--- config.mk ---
export PLATFORM = sky130hd
export DESIGN_NAME = bkm_cfg_regs
export DESIGN_NICKNAME = d
export VERILOG_FILES = /design/src/rtl/core/bkm_pkg.sv /design/src/rtl/core/bkm_cfg_regs.sv
export SDC_FILE = /design/constraint.sdc
export NUM_CORES = 1
export LEC_CHECK = 0
export ABC_CLOCK_PERIOD_IN_PS = 1000
export BUFFER_PORTS_ARGS = -buffer_cell sky130_fd_sc_hd__buf_2
export CORE_MARGIN = 2
export CORE_UTILIZATION = 50
export CTS_CLUSTER_DIAMETER = 200
export DETAILED_ROUTE_END_ITERATION = 7
export PLACE_DENSITY = 0.79
export SETUP_SLACK_MARGIN = 0.05
export SLEW_MARGIN = 10
export SYNTH_ARGS = -nofsm -noshare
export SYNTH_HDL_FRONTEND = slang
export SYNTH_SLANG_ARGS = --single-unit
export TNS_END_PERCENT = 50
--- constraint.sdc ---
create_clock -name clk_i -period 1 [get_ports clk_i]
set_clock_uncertainty 0.15 [all_clocks]
set_input_delay 0.05 -clock clk_i [delete_from_list [all_inputs] [get_ports clk_i]]
set_output_delay 0.05 -clock clk_i [all_outputs]
set_load 0.03 [all_outputs]
--- src/rtl/core/bkm_pkg.sv ---
`timescale 1ns / 1ps

package bkm_pkg;

  // Default build values.
  localparam int PHASE_BITS_DEF  = 32;
  localparam int TABLE_BITS_DEF  = 10;
  localparam int SAMPLE_BITS_DEF = 16;

  // Register field widths.
  localparam int AMP_W  = 16;
  localparam int STEP_W = 31;
  localparam int OFFS_W = 32;

  // Configuration port.
  localparam int CFG_IDX_W  = 3;
  localparam int CFG_DATA_W = 32;

  // Quarter-wave sine entries, unsigned Q1.30 in [0, 1.0].
  localparam int SINE_W = 31;
  localparam longint unsigned HALF_PI_Q30 = 64'd1686629713;
  localparam longint ONE_Q30 = 64'sd1073741824;

  // Register reset values.
  localparam logic [AMP_W-1:0]  AMP_RST  = 16'd8192;
  localparam logic [STEP_W-1:0] STEP_RST = 31'd8589935;
  localparam logic [OFFS_W-1:0] OFFS_RST = 32'd0;

  typedef enum logic [CFG_IDX_W-1:0] {
    REG_AMP_ZERO    = 3'd0,
    REG_AMP_ONE     = 3'd1,
    REG_STEP_ZERO   = 3'd2,
    REG_STEP_ONE    = 3'd3,
    REG_OFFSET_ZERO = 3'd4,
    REG_OFFSET_ONE  = 3'd5
  } cfg_reg_e;

  typedef struct packed {
    logic signed [AMP_W-1:0] amp_zero;
    logic signed [AMP_W-1:0] amp_one;
    logic [STEP_W-1:0]       step_zero;
    logic [STEP_W-1:0]       step_one;
    logic [OFFS_W-1:0]       offset_zero;
    logic [OFFS_W-1:0]       offset_one;
  } bkm_cfg_t;

endpackage

--- src/rtl/core/bkm_cfg_regs.sv ---
`timescale 1ns / 1ps

module bkm_cfg_regs import bkm_pkg::*; (
  input  logic                  clk_i,
  input  logic                  rst_ni,
  input  logic                  we_i,
  input  logic [CFG_IDX_W-1:0]  idx_i,
  input  logic [CFG_DATA_W-1:0] wdata_i,
  output bkm_cfg_t              cfg_o
);

  bkm_cfg_t cfg_q, cfg_d;

  always_comb begin
    cfg_d = cfg_q;
    if (we_i) begin
      unique case (cfg_reg_e'(idx_i))
        REG_AMP_ZERO:    cfg_d.amp_zero    = wdata_i[AMP_W-1:0];
        REG_AMP_ONE:     cfg_d.amp_one     = wdata_i[AMP_W-1:0];
        REG_STEP_ZERO:   cfg_d.step_zero   = wdata_i[STEP_W-1:0];
        REG_STEP_ONE:    cfg_d.step_one    = wdata_i[STEP_W-1:0];
        REG_OFFSET_ZERO: cfg_d.offset_zero = wdata_i[OFFS_W-1:0];
        REG_OFFSET_ONE:  cfg_d.offset_one  = wdata_i[OFFS_W-1:0];
        default:         cfg_d = cfg_q;
      endcase
    end
  end

  always_ff @(posedge clk_i or negedge rst_ni) begin
    if (!rst_ni) begin
      cfg_q.amp_zero    <= AMP_RST;
      cfg_q.amp_one     <= AMP_RST;
      cfg_q.step_zero   <= STEP_RST;
      cfg_q.step_one    <= STEP_RST;
      cfg_q.offset_zero <= OFFS_RST;
      cfg_q.offset_one  <= OFFS_RST;
    end else begin
      cfg_q <= cfg_d;
    end
  end

  assign cfg_o = cfg_q;

endmodule

==> results.py <==
metrics = {
    "sta": {
        "fin_crit_ps": 1310,
        "finalHoldViolations": 10,
        "fin_crit_sh_pct": 131,
        "finalHoldWorstSlack_ps": -80.8,
        "drv_slew": 0,
        "fmax_mhz": 765,
        "fin_ws_ps": -307,
        "setup_viol": 224,
        "worstMarginPinSlew_ps": 323,
        "rsz0062_at_grt": "yes",
        "slew_headroom_pct": 78.4,
    },
    "final_layout": {
        "syn2layout_area_growth_pct": 70.8,
        "multiInputGateArea_um2": 2190,
        "antenna_cells": 0,
        "ff_latch_area_um2": 3980,
        "nets": 697,
        "fin_util_pct": 88.2,
        "drive_above_1_share_pct": 74.1,
        "largest_reg_flops": 158,
        "fillerInstances": 421,
        "stdcell_area_um2": 10200,
    },
    "critical_path": {
        "end_kind": "primary output",
        "startpoint_type": "register",
        "crit_required_ps": 800,
        "cp_max_fo": 2,
        "crit_slowest_cell": "dfstp_2",
        "rr_worst_depth": 2,
        "timing.rr.start": "cfg_o[82]$_DFFE_PN0P_",
        "critPathTopFamily": "flip-flops",
        "worstSetupPathType": "register to primary output",
        "r2r_setup_slack_ps": -130,
        "cp_slowest_stage_delay_ps": 560,
        "critical_path_buf_inv_count": 1,
        "critPathArrivalTime_ps": 1110,
        "path_cells": "buf_6",
        "rr_endpoint": "cfg_o[82]$_DFFE_PN0P_",
    },
    "clock_network": {
        "clockRootBuffer": "clkbuf_16",
        "clkTransAtPathRegs_ps": 60,
        "cts_sinks": 158,
        "cts_tree": "done",
        "clock_path_buffers": 2,
        "ctsHtreeMaxLevel": 4,
        "clock_latency_ps": 410,
        "hold_buffers": 33,
        "cts_buffers": 17,
    },
    "placement": {
        "placement.cell_area_um2": 7610,
        "port_buffers": 195,
        "gp_congestion": 0.804,
        "hpwlAfterDp_um": 10100,
    },
    "floorplanning": {
        "die_x_um": 113,
        "top_level_ports": 196,
        "dieHeight_um": 113,
        "rows": 39,
        "start_util_pct": 51.7,
        "dieArea_um2": 12800,
        "coreArea_um2": 11500,
    },
    "synthesis": {
        "syn_area_per_cell_um2": 17.6,
        "yosys.area.top_type_share_pct": 56.4,
        "syn-instance-count": 338,
        "yosys_most_used_dff": "dfrtp_1",
        "synth_area_leaders": "dfrtp_1 (56%), mux2_2 (29%), dfstp_2 (11%)",
        "synthTopCellsByCount": "mux2_2 (154), dfrtp_1 (134), dfstp_2 (24)",
        "yosysSeqAreaShare_pct": 67.0,
        "yosysTopAreaCell": "dfrtp_1",
        "yosys_warnings": 0,
        "syn_area_um2": 5950,
        "synth.most_common_cell": "mux2_2",
        "netlist-cell-type-count": 10,
        "synth_async_sr_flop_share_pct": 100,
        "synth_nets": 376,
        "synth_edf_count": 0,
        "ys_ff_latch": 158,
    },
    "pwr": {
        "powerDensity_nw_per_um2": 2540,
        "peakVddDrop_v": 0.00176,
        "p_int_mw": 17.3,
        "p_comb_share_pct": 38.1,
        "p_leak_nw": 4.89,
        "total_power_mw": 25.8,
        "p_clk_share_pct": 26.3,
        "seqPwrFrac_pct": 35.6,
        "p_sw_mw": 8.50,
        "switching_share_pct": 33.0,
    },
    "detailed_routing": {
        "first_iter_violations": 253,
        "ant_nets": 0,
        "drc": 13,
        "wl_per_cell_um": 23.7,
        "totalWireLength_um": 19300,
        "vias_per_cell": 5.31,
        "vias": 4327,
        "drt_pass1_iterations": 7,
    },
    "global_route": {
        "antenna_found_initial": 0,
        "grt_max_degree": 30,
        "grt_pass1_vias": 4844,
        "grt_pass1_wl_um": 28800,
        "grt.total_usage_pct": 30.4,
        "grt-ovfl-total": 0,
    },
    "status": {
        "status": "finished, violations left",
        "violations": "DRC, hold timing, setup timing",
    },
    "flow_run": {
        "cap_violations": 0,
    },
    "min_path": {
        "hp-class": "primary input to asynchronous set/reset pin",
    },
}
-- routing by layer --
metal  vias to the layer above  GRT usage, %  part of all wire, %  wire length [µm]
li1                       1844             -                    -                 -
met1                      2250          35.7                   36              6950
met2                       191          52.3                   55             10600
met3                        42          8.62                  6.3              1220
met4                         0          13.3                  2.8               532
met5                         -             0                    0                 0
-- power groups by stage --
stage | Combinational (mW) | Sequential [mW] | Clock (mW)
floorplan | 1.66 | 11.6 | 0
global placement | 6.66 | 8.73 | 0
detailed placement | 6.79 | 8.81 | 0
CTS | 9.22 | 9.05 | 6.73
global route | 10.2 | 9.30 | 7.14
finish | 9.81 | 9.18 | 6.77
-- cell usage in the layout (no fill, tap or decap), drive strengths merged --
cell	instances
buf	285
mux2	158
dfrtp	134
dlygate4sd3	33
clkbuf	26
dfstp	24
clkinv	3
bufinv	3
nor4bb	2
nand4b	2
nor4b	1
and4bb	1
-- metrics by stage --
stage,TNS (ps),instances,hold slack (ps),worst slack (ps)
after floorplan,-19040,338,-396,-285
after global placement,-60500,684,-209,-437
after detailed placement,-62930,684,-210,-448
after CTS,-31880,792,-90.1,-319
after global routing,-37650,815,-82.2,-334
final,-32340,815,-80.8,-307
-- repair_timing --
item	4_1_cts	5_1_grt
gates cloned	0	0
hold endpoints to repair	316	10
endpoints found under the setup margin	259	267
pin swaps	1	3
buffers inserted	43	23
resized for setup	333	16
-- logic make-up after synthesis --
| kind of cell | count (synthesis) | synth area share, % |
|---|---|---|
| muxes | 158 | 29.9 |
| buffers and inverters | 16 | 1.87 |
| and+or+nand+nor | 6 | 1.24 |
| DFF | 158 | 67.0 |
-- how the worst max path moves through the flow --
stage,start,end,depth (start not counted)
detailed placement,idx_i[0],cfg_o[57]$_DFFE_PN0P_,5
floorplan,idx_i[1],cfg_o[142]$_DFFE_PN0P_,3
CTS,cfg_o[101]$_DFFE_PN1P_,cfg_o[101],1
global placement,idx_i[2],cfg_o[141]$_DFFE_PN0P_,4
finish,cfg_o[100]$_DFFE_PN1P_,cfg_o[100],1
global route,cfg_o[101]$_DFFE_PN1P_,cfg_o[101],1
-- layout make-up --
class                           instances  share of cell area [%]
Sequential cell                       158                    39.2
Tap cell                              143                    1.76
Timing Repair Buffer                  318                    31.4
Clock buffer                           26                    5.01
Multi-Input combinational cell        164                    21.5
Clock inverter                          6                    1.03
(Power assumes the default switching activity.)
